`src/sv/pa_pkg.sv`:
```
// Shared types and constants of the primitive assembler.
package pa_pkg;

    localparam int PORT_W          = 16;   // index width on the ports
    localparam int INDEX_WIDTH_DEF = 16;
    localparam int QUEUE_DEPTH     = 4;

    localparam logic [3:0] MODE_POINTS     = 4'd0;
    localparam logic [3:0] MODE_LINES      = 4'd1;
    localparam logic [3:0] MODE_LINE_LOOP  = 4'd2;
    localparam logic [3:0] MODE_LINE_STRIP = 4'd3;
    localparam logic [3:0] MODE_TRIS       = 4'd4;
    localparam logic [3:0] MODE_TRI_STRIP  = 4'd5;
    localparam logic [3:0] MODE_TRI_FAN    = 4'd6;
    localparam logic [3:0] MODE_QUADS      = 4'd7;
    localparam logic [3:0] MODE_QUAD_STRIP = 4'd8;
    localparam logic [3:0] MODE_POLYGON    = 4'd9;

    typedef enum logic [1:0] {
        KIND_POINT = 2'd0,
        KIND_LINE  = 2'd1,
        KIND_TRI   = 2'd2
    } kind_t;

    typedef struct packed {
        logic [PORT_W-1:0] idx;
        logic              flag;
    } vtx_t;

    // One assembled job; a quad job expands into two triangles.
    typedef struct packed {
        kind_t kind;
        logic  quad;
        vtx_t  p0;
        vtx_t  p1;
        vtx_t  p2;
        vtx_t  p3;
    } job_t;

endpackage

```
`src/sv/primitive_assembler.sv`:
```
// Top level of the primitive assembler: front end, job queue and back end.
//
// Usage: vertices arrive as beats on the s_ channel (index, edge flag, batch
// end); assembled points, lines and triangles leave as beats on the m_ channel.
// Both channels use valid/ready; a beat moves when valid and ready are high.
// cfg_we/cfg_wdata write the primitive mode; write it only while idle. A mode
// write restarts primitive assembly.
// A completing vertex puts its job into the queue at the accepting edge;
// the job moves into the output register once that register is free. Both
// triangles of a quad come from one queue entry, popped with the second.
// Throughput: one vertex per cycle while the queue is not full, one result
// beat per cycle while m_ready is high; quads and quad strips produce two
// beats per completing vertex, so the output register sets the rate.
// The four-entry job queue decouples the sides: while the receiver stalls,
// vertices are still taken until the queue fills, then s_ready drops.
// Reset: mode returns to points, held vertices and counters clear, queue and
// output register empty; the block is ready as soon as reset is released.
module primitive_assembler #(
    parameter int INDEX_WIDTH = pa_pkg::INDEX_WIDTH_DEF
) (
    input  logic                      aclk,
    input  logic                      aresetn,
    input  logic                      cfg_we,
    input  logic [3:0]                cfg_wdata,
    input  logic                      s_valid,
    output logic                      s_ready,
    input  logic [pa_pkg::PORT_W-1:0] s_vertex_index,
    input  logic                      s_edge_flag,
    input  logic                      s_batch_end,
    output logic                      m_valid,
    input  logic                      m_ready,
    output logic [1:0]                m_prim_kind,
    output logic [pa_pkg::PORT_W-1:0] m_vertex_a,
    output logic [pa_pkg::PORT_W-1:0] m_vertex_b,
    output logic [pa_pkg::PORT_W-1:0] m_vertex_c,
    output logic                      m_edge_a,
    output logic                      m_edge_b,
    output logic                      m_edge_c,
    output logic                      m_last_of_run
);

    logic         q_full, q_push, q_empty, q_pop;
    pa_pkg::job_t push_job, head_job;

    pa_front #(
        .INDEX_WIDTH (INDEX_WIDTH)
    ) u_front (
        .aclk           (aclk),
        .aresetn        (aresetn),
        .cfg_we         (cfg_we),
        .cfg_wdata      (cfg_wdata),
        .s_valid        (s_valid),
        .s_ready        (s_ready),
        .s_vertex_index (s_vertex_index),
        .s_edge_flag    (s_edge_flag),
        .s_batch_end    (s_batch_end),
        .q_full         (q_full),
        .q_push         (q_push),
        .q_job          (push_job)
    );

    pa_queue u_queue (
        .aclk     (aclk),
        .aresetn  (aresetn),
        .push     (q_push),
        .push_job (push_job),
        .full     (q_full),
        .pop      (q_pop),
        .empty    (q_empty),
        .head_job (head_job)
    );

    pa_back u_back (
        .aclk          (aclk),
        .aresetn       (aresetn),
        .q_empty       (q_empty),
        .q_head        (head_job),
        .q_pop         (q_pop),
        .m_valid       (m_valid),
        .m_ready       (m_ready),
        .m_prim_kind   (m_prim_kind),
        .m_vertex_a    (m_vertex_a),
        .m_vertex_b    (m_vertex_b),
        .m_vertex_c    (m_vertex_c),
        .m_edge_a      (m_edge_a),
        .m_edge_b      (m_edge_b),
        .m_edge_c      (m_edge_c),
        .m_last_of_run (m_last_of_run)
    );

endmodule

```
`src/sv/pa_front.sv`:
```
// Front end: accepts vertices, keeps the held vertices and builds primitive jobs.
module pa_front #(
    parameter int INDEX_WIDTH = pa_pkg::INDEX_WIDTH_DEF
) (
    input  logic                      aclk,
    input  logic                      aresetn,
    input  logic                      cfg_we,
    input  logic [3:0]                cfg_wdata,
    input  logic                      s_valid,
    output logic                      s_ready,
    input  logic [pa_pkg::PORT_W-1:0] s_vertex_index,
    input  logic                      s_edge_flag,
    input  logic                      s_batch_end,
    input  logic                      q_full,
    output logic                      q_push,
    output pa_pkg::job_t              q_job
);

    localparam int HW = (INDEX_WIDTH < pa_pkg::PORT_W) ? INDEX_WIDTH : pa_pkg::PORT_W;

    logic [3:0]    mode_reg;
    logic [HW-1:0] held_idx_reg  [3];
    logic          held_flag_reg [3];
    logic [2:0]    cnt_reg, cnt_next;
    logic          parity_reg, parity_next;

    logic          accept;
    logic          emit;
    logic          wr_en;
    logic [1:0]    wr_sel;
    logic          shift_strip;   // held0 <= held1, held1 <= v
    logic          shift_qstrip;  // held0 <= held2, held1 <= v
    logic          set_h1;        // held1 <= v
    pa_pkg::vtx_t  v, h0, h1, h2, none;

    assign s_ready = !q_full;
    assign accept  = s_valid && s_ready;

    assign v.idx  = pa_pkg::PORT_W'(s_vertex_index[HW-1:0]);
    assign v.flag = s_edge_flag;
    assign h0.idx  = pa_pkg::PORT_W'(held_idx_reg[0]);
    assign h0.flag = held_flag_reg[0];
    assign h1.idx  = pa_pkg::PORT_W'(held_idx_reg[1]);
    assign h1.flag = held_flag_reg[1];
    assign h2.idx  = pa_pkg::PORT_W'(held_idx_reg[2]);
    assign h2.flag = held_flag_reg[2];
    assign none    = '0;

    always_comb begin
        emit         = 1'b0;
        wr_en        = 1'b0;
        wr_sel       = cnt_reg[1:0];
        shift_strip  = 1'b0;
        shift_qstrip = 1'b0;
        set_h1       = 1'b0;
        cnt_next     = cnt_reg;
        parity_next  = parity_reg;
        q_job        = '0;
        q_job.kind   = pa_pkg::KIND_TRI;
        case (mode_reg)
            pa_pkg::MODE_POINTS: begin
                emit       = 1'b1;
                q_job.kind = pa_pkg::KIND_POINT;
                q_job.p0   = v;
                q_job.p1   = none;
                q_job.p2   = none;
            end
            pa_pkg::MODE_LINES: begin
                q_job.kind = pa_pkg::KIND_LINE;
                q_job.p0   = h0;
                q_job.p1   = v;
                if (cnt_reg >= 3'd1) begin
                    emit     = 1'b1;
                    cnt_next = 3'd0;
                end else begin
                    wr_en    = 1'b1;
                    wr_sel   = 2'd0;
                    cnt_next = 3'd1;
                end
            end
            pa_pkg::MODE_LINE_LOOP, pa_pkg::MODE_LINE_STRIP: begin
                q_job.kind = pa_pkg::KIND_LINE;
                q_job.p0   = h0;
                q_job.p1   = v;
                emit       = (cnt_reg >= 3'd1);
                wr_en      = 1'b1;
                wr_sel     = 2'd0;
                cnt_next   = 3'd1;
            end
            pa_pkg::MODE_TRIS: begin
                q_job.p0 = h0;
                q_job.p1 = h1;
                q_job.p2 = v;
                if (cnt_reg >= 3'd2) begin
                    emit     = 1'b1;
                    cnt_next = 3'd0;
                end else begin
                    wr_en    = 1'b1;
                    cnt_next = cnt_reg + 3'd1;
                end
            end
            pa_pkg::MODE_TRI_STRIP: begin
                q_job.p0 = parity_reg ? h1 : h0;
                q_job.p1 = parity_reg ? h0 : h1;
                q_job.p2 = v;
                if (cnt_reg >= 3'd2) begin
                    emit        = 1'b1;
                    shift_strip = 1'b1;
                    parity_next = !parity_reg;
                    cnt_next    = 3'd2;
                end else begin
                    wr_en    = 1'b1;
                    cnt_next = cnt_reg + 3'd1;
                end
            end
            pa_pkg::MODE_TRI_FAN, pa_pkg::MODE_POLYGON: begin
                if (mode_reg == pa_pkg::MODE_TRI_FAN) begin
                    q_job.p0 = h0;
                    q_job.p1 = h1;
                    q_job.p2 = v;
                end else begin
                    q_job.p0 = h1;
                    q_job.p1 = v;
                    q_job.p2 = h0;
                end
                if (cnt_reg >= 3'd2) begin
                    emit     = 1'b1;
                    set_h1   = 1'b1;
                    cnt_next = 3'd2;
                end else begin
                    wr_en    = 1'b1;
                    cnt_next = cnt_reg + 3'd1;
                end
            end
            pa_pkg::MODE_QUADS: begin
                q_job.quad = 1'b1;
                q_job.p0   = h0;
                q_job.p1   = h1;
                q_job.p2   = h2;
                q_job.p3   = v;
                if (cnt_reg >= 3'd3) begin
                    emit     = 1'b1;
                    cnt_next = 3'd0;
                end else begin
                    wr_en    = 1'b1;
                    cnt_next = cnt_reg + 3'd1;
                end
            end
            pa_pkg::MODE_QUAD_STRIP: begin
                q_job.quad = 1'b1;
                q_job.p0   = h2;
                q_job.p1   = h0;
                q_job.p2   = h1;
                q_job.p3   = v;
                if (cnt_reg >= 3'd3) begin
                    emit         = 1'b1;
                    shift_qstrip = 1'b1;
                    cnt_next     = 3'd2;
                end else begin
                    wr_en    = 1'b1;
                    cnt_next = cnt_reg + 3'd1;
                end
            end
            default: begin
                // modes without meaning take vertices and emit nothing
            end
        endcase
    end

    assign q_push = accept && emit;

    always_ff @(posedge aclk) begin
        if (!aresetn) begin
            mode_reg      <= pa_pkg::MODE_POINTS;
            cnt_reg       <= 3'd0;
            parity_reg    <= 1'b0;
            held_idx_reg  <= '{default: '0};
            held_flag_reg <= '{default: 1'b0};
        end else if (cfg_we) begin
            mode_reg   <= cfg_wdata;
            cnt_reg    <= 3'd0;
            parity_reg <= 1'b0;
        end else if (accept) begin
            if (s_batch_end) begin
                // drop incomplete primitive and restart
                cnt_reg       <= 3'd0;
                parity_reg    <= 1'b0;
                held_idx_reg  <= '{default: '0};
                held_flag_reg <= '{default: 1'b0};
            end else begin
                cnt_reg    <= cnt_next;
                parity_reg <= parity_next;
                if (wr_en && wr_sel != 2'd3) begin
                    held_idx_reg[wr_sel]  <= s_vertex_index[HW-1:0];
                    held_flag_reg[wr_sel] <= s_edge_flag;
                end
                if (shift_strip) begin
                    held_idx_reg[0]  <= held_idx_reg[1];
                    held_flag_reg[0] <= held_flag_reg[1];
                end
                if (shift_qstrip) begin
                    held_idx_reg[0]  <= held_idx_reg[2];
                    held_flag_reg[0] <= held_flag_reg[2];
                end
                if (shift_strip || shift_qstrip || set_h1) begin
                    held_idx_reg[1]  <= s_vertex_index[HW-1:0];
                    held_flag_reg[1] <= s_edge_flag;
                end
            end
        end
    end

endmodule

```
`src/sv/pa_queue.sv`:
```
// Short job queue between the front end and the back end.
module pa_queue (
    input  logic         aclk,
    input  logic         aresetn,
    input  logic         push,
    input  pa_pkg::job_t push_job,
    output logic         full,
    input  logic         pop,
    output logic         empty,
    output pa_pkg::job_t head_job
);

    localparam int DEPTH = pa_pkg::QUEUE_DEPTH;
    localparam int PW    = $clog2(DEPTH);
    localparam int CW    = $clog2(DEPTH + 1);

    pa_pkg::job_t  mem_reg [DEPTH];
    logic [PW-1:0] wr_ptr_reg, rd_ptr_reg;
    logic [CW-1:0] count_reg;
    logic          do_push, do_pop;

    assign full     = (count_reg == CW'(DEPTH));
    assign empty    = (count_reg == '0);
    assign head_job = mem_reg[rd_ptr_reg];
    assign do_push  = push && !full;
    assign do_pop   = pop && !empty;

    always_ff @(posedge aclk) begin
        if (do_push) begin
            mem_reg[wr_ptr_reg] <= push_job;
        end
    end

    always_ff @(posedge aclk) begin
        if (!aresetn) begin
            wr_ptr_reg <= '0;
            rd_ptr_reg <= '0;
            count_reg  <= '0;
        end else begin
            if (do_push) begin
                wr_ptr_reg <= (wr_ptr_reg == PW'(DEPTH - 1)) ? '0 : wr_ptr_reg + PW'(1);
            end
            if (do_pop) begin
                rd_ptr_reg <= (rd_ptr_reg == PW'(DEPTH - 1)) ? '0 : rd_ptr_reg + PW'(1);
            end
            if (do_push && !do_pop) begin
                count_reg <= count_reg + CW'(1);
            end else if (do_pop && !do_push) begin
                count_reg <= count_reg - CW'(1);
            end
        end
    end

endmodule

```
`src/sv/pa_back.sv`:
```
// Back end: expands queued jobs into result beats and holds the output register.
module pa_back (
    input  logic                      aclk,
    input  logic                      aresetn,
    input  logic                      q_empty,
    input  pa_pkg::job_t              q_head,
    output logic                      q_pop,
    output logic                      m_valid,
    input  logic                      m_ready,
    output logic [1:0]                m_prim_kind,
    output logic [pa_pkg::PORT_W-1:0] m_vertex_a,
    output logic [pa_pkg::PORT_W-1:0] m_vertex_b,
    output logic [pa_pkg::PORT_W-1:0] m_vertex_c,
    output logic                      m_edge_a,
    output logic                      m_edge_b,
    output logic                      m_edge_c,
    output logic                      m_last_of_run
);

    logic          valid_reg;
    logic          phase_reg, phase_next;   // second triangle of a quad pending
    logic          advance;
    logic          load;
    pa_pkg::kind_t kind_reg;
    pa_pkg::vtx_t  a_reg, b_reg, c_reg;
    pa_pkg::vtx_t  a_next, b_next, c_next;
    logic          last_reg, last_next;

    assign advance = !valid_reg || m_ready;
    assign load    = advance && !q_empty;

    always_comb begin
        a_next     = q_head.p0;
        b_next     = q_head.p1;
        c_next     = q_head.p2;
        last_next  = 1'b1;
        phase_next = 1'b0;
        q_pop      = load;
        if (q_head.quad) begin
            if (!phase_reg) begin
                // first half: diagonal end p1 loses its edge flag; hold the job
                b_next.flag = 1'b0;
                c_next      = q_head.p3;
                last_next   = 1'b0;
                phase_next  = 1'b1;
                q_pop       = 1'b0;
            end else begin
                a_next      = q_head.p1;
                b_next      = q_head.p2;
                c_next      = q_head.p3;
                c_next.flag = 1'b0;
            end
        end
    end

    always_ff @(posedge aclk) begin
        if (!aresetn) begin
            valid_reg <= 1'b0;
            phase_reg <= 1'b0;
        end else if (advance) begin
            valid_reg <= !q_empty;
            if (load) begin
                phase_reg <= phase_next;
            end
        end
    end

    always_ff @(posedge aclk) begin
        if (load) begin
            kind_reg <= q_head.kind;
            a_reg    <= a_next;
            b_reg    <= b_next;
            c_reg    <= c_next;
            last_reg <= last_next;
        end
    end

    assign m_valid       = valid_reg;
    assign m_prim_kind   = kind_reg;
    assign m_vertex_a    = a_reg.idx;
    assign m_vertex_b    = b_reg.idx;
    assign m_vertex_c    = c_reg.idx;
    assign m_edge_a      = a_reg.flag;
    assign m_edge_b      = b_reg.flag;
    assign m_edge_c      = c_reg.flag;
    assign m_last_of_run = last_reg;

endmodule
```
`config.mk`:
```
export PLATFORM = sky130hd
export DESIGN_NAME = primitive_assembler
export DESIGN_NICKNAME = d
export VERILOG_FILES = /design/src/sv/pa_pkg.sv /design/src/sv/primitive_assembler.sv /design/src/sv/pa_front.sv /design/src/sv/pa_queue.sv /design/src/sv/pa_back.sv
export SDC_FILE = /design/constraint.sdc
export NUM_CORES = 1
export LEC_CHECK = 0
export BUFFER_PORTS_ARGS = -buffer_cell sky130_fd_sc_hd__buf_2
export CAP_MARGIN = 10
export CORE_ASPECT_RATIO = 0.75
export CORE_UTILIZATION = 37
export CTS_CLUSTER_SIZE = 28
export DETAILED_ROUTE_END_ITERATION = 8
export PLACE_DENSITY_LB_ADDON = 0.1
export SLEW_MARGIN = 40
export SYNTH_ARGS = -nofsm -noshare
export SYNTH_HDL_FRONTEND = slang
export SYNTH_HIERARCHICAL = 1
export SYNTH_SLANG_ARGS = --single-unit
```
`constraint.sdc`:
```
create_clock -name aclk -period 8 [get_ports aclk]
set_input_delay 0.4 -clock aclk [delete_from_list [all_inputs] [get_ports aclk]]
set_output_delay 0.4 -clock aclk [all_outputs]
set_load 0.005 [all_outputs]
```
== Word level (Yosys, flattened, before mapping) ==
Memory sizes are Yosys's and may differ from the RTL's. A register that Yosys moved wholly into a read port is not among the register bits.
Cells that the tools add are included.

* $lt $le $gt $ge: 5
* Mux-type cells: 67
* Reduce and logical (&&, ||, !) cells: 42
* $add $sub $neg: 5
* Bitwise gates (word level): 3
* Equal/unequal tests: 13

{| class="wikitable"
|+ Operator list
! kind !! number
|-
| case mux 34 bit (6 select lines) || 1
|-
| 2-to-1 mux 17 bit || 7
|-
| 2-to-1 mux 48 bit || 2
|-
| 2-to-1 mux 16 bit || 5
|-
| case mux 17 bit (4 select lines) || 1
|-
| 2-to-1 mux 51 bit || 1
|-
| bitwise mux 48 bit || 1
|-
| demux 16 bit (select 2 bit) || 1
|-
| 2-to-1 mux 1 bit || 27
|-
| 2-to-1 mux 3 bit || 9
|-
| case mux 3 bit (6 select lines) || 1
|-
| == test 4 x 3 -> 1 bit, second input constant || 4
|-
| AND reduction 3 bit || 4
|-
| OR reduction 2 bit || 6
|-
| 2-to-1 mux 2 bit || 5
|-
| logical AND 1 bit || 9
|-
| == test 4 x 2 -> 1 bit, second input constant || 2
|-
| == test 4 bit, second input constant || 2
|-
| case mux 2 bit (2 select lines) || 2
|-
| nonzero test 2 bit || 4
|-
| nonzero test 7 bit || 1
|-
| adder 3 x 1 -> 3 bit, second input constant || 2
|-
| >= comparator 3 x 2 -> 1 bit, second input constant || 2
|-
| zero test 1 bit || 6
|-
| 23 further kinds || 30
|}

* Memories kept: 1
* Output and inout bits: 56
* Memory bits (writable): 284
* Flip-flop bits (word level): 122
* Logic and storage cells: 158
* Input bits: 27

{| class="wikitable"
|+ Memory list
! name !! words !! width !! read ports !! clocked after memory_dff !! wr ports !! RTL line !! RTL
|-
| u_queue.mem_reg || 4 || 71 || 1 || 1 || 1 || pa_queue.sv:17 || <nowiki>pa_pkg::job_t mem_reg [DEPTH];</nowiki>
|}

== Logic depth before layout (Yosys ltp) ==
* Depth in word-level cells: 13
* Gate-level depth with buffers: 15

== Cells and area by module ==
The synthesis kept the hierarchy.

{| class="wikitable"
|+ Modules (own cells, without submodules)
! module !! instances !! area each (um2) !! cells each !! sequential area each (um2)
|-
| pa_queue || 1 || 10,801.6 || 422 || 8,708.4
|-
| pa_front || 1 || 4,086.4 || 522 || 1,181.1
|-
| pa_back || 1 || 2,448.6 || 127 || 1,661.6
|}

== Worst setup path before layout ==
OpenSTA, ideal clock, no wires.

* Path type: reg-to-reg
* From: reg u_front.mode_reg[1]
* To: mem u_queue/mem_reg[0][0] (netlist bit), enable pin
* Cell stages (with the launch flop): 9
* Setup slack: 4.122 ns
* Library setup time: 0.437 ns
* Arrival: 3.441 ns
* Data required time: 7.563 ns
* Cells stage by stage: dfxtp_1 > buf_2 > clkbuf_1 > a21oi_1 > o21ai_0 > a311oi_1 > nor2b_1 > buf_2 > and2_1

* Word-level cells in the longest chain between the ends: 7
* Elaborated cells between the ends (all ways): 18
* Those cells by class: eq/ne (9); mux (3); reduce/logical (6)

{| class="wikitable"
|+ RTL lines
! item !! RTL line !! RTL
|-
| start: declaration || pa_front.sv:21 || <nowiki>logic [3:0] mode_reg;</nowiki>
|-
| start signal: assignment || pa_front.sv:174 || <nowiki>mode_reg <= pa_pkg::MODE_POINTS;</nowiki>
|-
| start signal: assignment || pa_front.sv:180 || <nowiki>mode_reg <= cfg_wdata;</nowiki>
|-
| == test 4 x 3 -> 1 bit (tied with other cells) || pa_front.sv:60 || <nowiki>case (mode_reg)</nowiki>
|-
| OR reduction 4 bit (no source line) or OR reduction 2 bit (tied branches) || -- ||
|-
| case mux 1 bit (5 select lines) * || pa_front.sv:60 ||
|-
| logical AND 1 bit * || pa_front.sv:170 || <nowiki>assign q_push = accept && emit;</nowiki>
|-
| net q_push || primitive_assembler.sv:42 || <nowiki>logic q_full, q_push, q_empty, q_pop;</nowiki>
|-
| logical AND 1 bit * || pa_queue.sv:25 || <nowiki>assign do_push = push && !full;</nowiki>
|-
| net u_queue.do_push || pa_queue.sv:20 || <nowiki>logic do_push, do_pop;</nowiki>
|-
| 2-to-1 mux 1 bit * || pa_queue.sv:29 || <nowiki>if (do_push) begin</nowiki>
|-
| 2-to-1 mux 1 bit (implied by the code) * || pa_queue.sv:30 || <nowiki>mem_reg[wr_ptr_reg] <= push_job;</nowiki>
|-
| end: declaration || pa_queue.sv:17 ||
|}

The timed path passes the listed nets; every way through them passes the cells marked *.

== Final worst setup path ==
* From: reg u_front.mode_reg[3]
* To: mem u_queue/mem_reg[0][59] (netlist bit), enable pin

* Word-level cells in the longest chain between the ends: 7
* Elaborated cells between the ends (all ways): 18
* Those cells by class: eq/ne (9); mux (3); reduce/logical (6)

{| class="wikitable"
|+ RTL lines
! item !! RTL line
|-
| == test 4 x 3 -> 1 bit (tied with other cells) || pa_front.sv:60
|-
| OR reduction 4 bit (no source line) or OR reduction 2 bit (tied branches) || --
|-
| case mux 1 bit (5 select lines) * || pa_front.sv:60
|-
| logical AND 1 bit * || pa_front.sv:170
|-
| net q_push || primitive_assembler.sv:42
|-
| logical AND 1 bit * || pa_queue.sv:25
|-
| 2-to-1 mux 1 bit * || pa_queue.sv:29
|-
| 2-to-1 mux 1 bit (implied by the code) * || pa_queue.sv:30
|}

Marked as above.

==> impl_metrics.yaml <==
finish:
  antennaDiodeCount: 0
  finish.net_count: 1188
  post_route_cells_drive_above_1_share_pct: 26.5
  layout-area-overhead-vs-synth_pct: 13.4
  layout.cells.most_common_list: "338 x sky130_fd_sc_hd__edfxtp_1, 123 x sky130_fd_sc_hd__nand2_1, 82 x sky130_fd_sc_hd__buf_2"
  max_ffs_per_register: 284
  layout.cells.most_common: "sky130_fd_sc_hd__edfxtp_1"
synth:
  yosys_warn_count: 6
  ys_seq_area_share_pct: 66.6
  synth_compound_gate_area_share_pct: 7.02
  post_synthesis_register_bit_count: 408
  synth_nets: 1109
  synthAdderAreaFrac_pct: 0.837
  post_synth_and_or_nand_nor_area_fraction_pct: 6.70
  synthXorXnorAreaFrac_pct: 0.101
  postSynth.asyncResetShare_pct: 0
  synth.lib_cells_used.distinct: 62
  synth_top_family_by_area: "multiplexers"
  edff_count_synth: 338
  syn_avg_cell_area_um2: 16.2
  mappedNetlistArea_um2: 17300
  muxShareOfSynthArea_pct: 15.4
  synth_flop_cell: "sky130_fd_sc_hd__edfxtp_1"
  syn_inst: 1071
detailed_routing:
  finalWirelength_um: 43400
  dr.first_iter.drc_count: 1002
  post_drt_via_cell_ratio: 5.42
  drt.antenna.violating_nets: 0
  first_pass_iters: 9
  post_drt_wl_per_cell_um: 24.0
  vias: 9824
  detail_route.drc_violations: 6
worst_setup_path:
  cp_max_fo: 38
  cp_data_arrival_time_ns: 4.76
  crit_path_end_kind: "flip-flop"
  crit_type: "reg -> reg"
  nature_of_the_critical_path_startpoint: "flip-flop"
  worst-endpoint-required_ns: 8.18
die:
  floorplan.initialDensity_pct: 37.6
  core_area_um2: 46100
  die_area_um2: 47700
  fp-row-count: 68
  chipWidth_um: 252
  design.portCount: 83
  die_y_um: 189
hold_path:
  worst_hold_path_type: "in -> reg"
placement:
  buffers_on_ports: 82
  pre_cts_ws_ns: 3.36
  place.detailed.hpwl_um: 26400
  place_congestion: 0.854
global_routing:
  grt_use_total_pct: 18.3
  gr-total-overflow: 0
  global_routing_met1_resource_utilization_pct: 28.3
  grt_use_met2_pct: 25.9
  maximum_number_of_pins_on_one_net_before_global_route_repair: 56
  grt_use_met3_pct: 3.20
  grt-busiest-layer: "met1"
  grt_pass1_vias: 9714
  antenna_found_initial: 0
  grt_pass1_wl_um: 64500
clock_network:
  postCtsHoldBufs: 0
  htree_num_levels: 2
  post_cts_buffers: 0
  tritoncts: "yes"
  clk_transition_reported_paths_ns: 0.06
  cts_resized: 0
  cts-buffers-inserted: 44
  clock_tree.root_cell: "sky130_fd_sc_hd__clkbuf_16"
  cts_num_sinks: 408
  cts-root-to-sink-buffers: 3
  worst_skew_pair.late_latency_ns: 0.55
sta:
  timing.max_slew.rel_slack_pct: 42.3
  final.setup_skew_ns: 0.0131
  tightest_slew_ns: 0.864
  postLayoutSetupSlackWorst_ns: 3.42
  hold_violations: 0
  maxClockFrequency_mhz: 218
  grt_setup_unrepaired: "no"
  setup_viol: 0
  fin_tns_setup_ns: 0
  min_clock_period_post_route_ns: 4.58
  finalMaxSlewViolations: 0
  final.period_utilization_pct: 57.3
outcome:
  outcome: "complete, but fails checks"
  failing_checks: "DRC"
power:
  cellPowerDensity_nw_per_um2: 290
  worst_ir_drop_vdd_uv: 175
  cellLeakagePower_uw: 0.00698
run:
  maxCapViolations: 0
path summary, 6_finish.rpt:
| path | start | endpoint | slack, ns | cells after the start |
|---|---|---|---|---|
| min reg2reg | u_front/h0[14] | u_front/h0[14] | 0.50 | 2 |
| max | u_front/mode_reg[3] | u_queue/mem_reg[0][59] | 3.42 | 8 |
| max reg2reg | u_front/mode_reg[3] | u_queue/mem_reg[0][59] | 3.42 | 8 |
| min | cfg_wdata[1] | u_front/mode_reg[1] | 0.11 | 3 |
synth_stat cells (23+ instances only):
cell	number	area, um^2
sky130_fd_sc_hd__edfxtp_1	338	10100
sky130_fd_sc_hd__nand2_1	124	465
sky130_fd_sc_hd__dfxtp_1	70	1400
sky130_fd_sc_hd__mux4_2	70	1580
sky130_fd_sc_hd__mux2i_1	42	420
sky130_fd_sc_hd__a222oi_1	35	350
sky130_fd_sc_hd__a22oi_1	35	263
sky130_fd_sc_hd__nor2_1	34	128
sky130_fd_sc_hd__inv_1	30	113
sky130_fd_sc_hd__clkbuf_1	28	105
sky130_fd_sc_hd__mux2_4	27	405
sky130_fd_sc_hd__and2_1	23	144
power by group:
group | internal, uW | leakage [uW] | switching, uW
logic | 487 | 0.00260 | 585
clock network | 1080 | 0.000659 | 809
registers | 2630 | 0.00372 | 108
total | 4200 | 0.00698 | 1500
metrics by stage:
| stage | total power [uW] | util, % | hold slack, ns | area, um^2 | cells |
|---|---|---|---|---|---|
| 2_1_floorplan | 3520 | - | 0.456 | 17300 | 1071 |
| 3_3_place_gp | 3890 | 39.6 | 0.478 | 18300 | 1733 |
| 3_5_place_dp | 3900 | 39.7 | 0.488 | 18300 | 1733 |
| 4_1_cts | 5790 | 42.6 | 0.0922 | 19600 | 1812 |
| 5_1_grt | 5950 | 42.6 | 0.135 | 19700 | 1813 |
| 6_report | 5700 | 42.6 | 0.114 | 19700 | 1813 |
kinds of logic after synthesis:
kind of cell,after synthesis
and+or+nand+nor,242
buffers and inverters,97
muxes,161
DFF,408
xor gates and xnor gates,2
AOI/OAI and AO/OA,150
adders and majority gates,11
layout make-up:
| cell class | instances | area, um^2 |
|---|---|---|
| clock buffer | 59 | 1190 |
| clock inverter | 20 | 139 |
| fill | 4160 | 26500 |
| inverter | 30 | 113 |
| multi-input combinational | 566 | 5300 |
| sequential | 408 | 11600 |
| tap | 630 | 788 |
| timing repair buffer | 100 | 559 |
critical path: stages (launching register included):
cell	delay [ns]
sky130_fd_sc_hd__dfxtp_1	0.62
sky130_fd_sc_hd__nor4b_4	0.27
sky130_fd_sc_hd__buf_4	0.44
sky130_fd_sc_hd__nand2b_2	0.58
sky130_fd_sc_hd__nand2_1	0.10
sky130_fd_sc_hd__a311oi_1	0.29
sky130_fd_sc_hd__nor2b_1	0.57
sky130_fd_sc_hd__and2_4	0.61
sky130_fd_sc_hd__buf_4	0.61
routing by layer:
layer	routed length (um)	share of wire [%]
met2	18500	43
met1	21300	49
met5	0	0
met4	965	2.2
met3	2670	6.2
(Power assumes the default switching activity.)
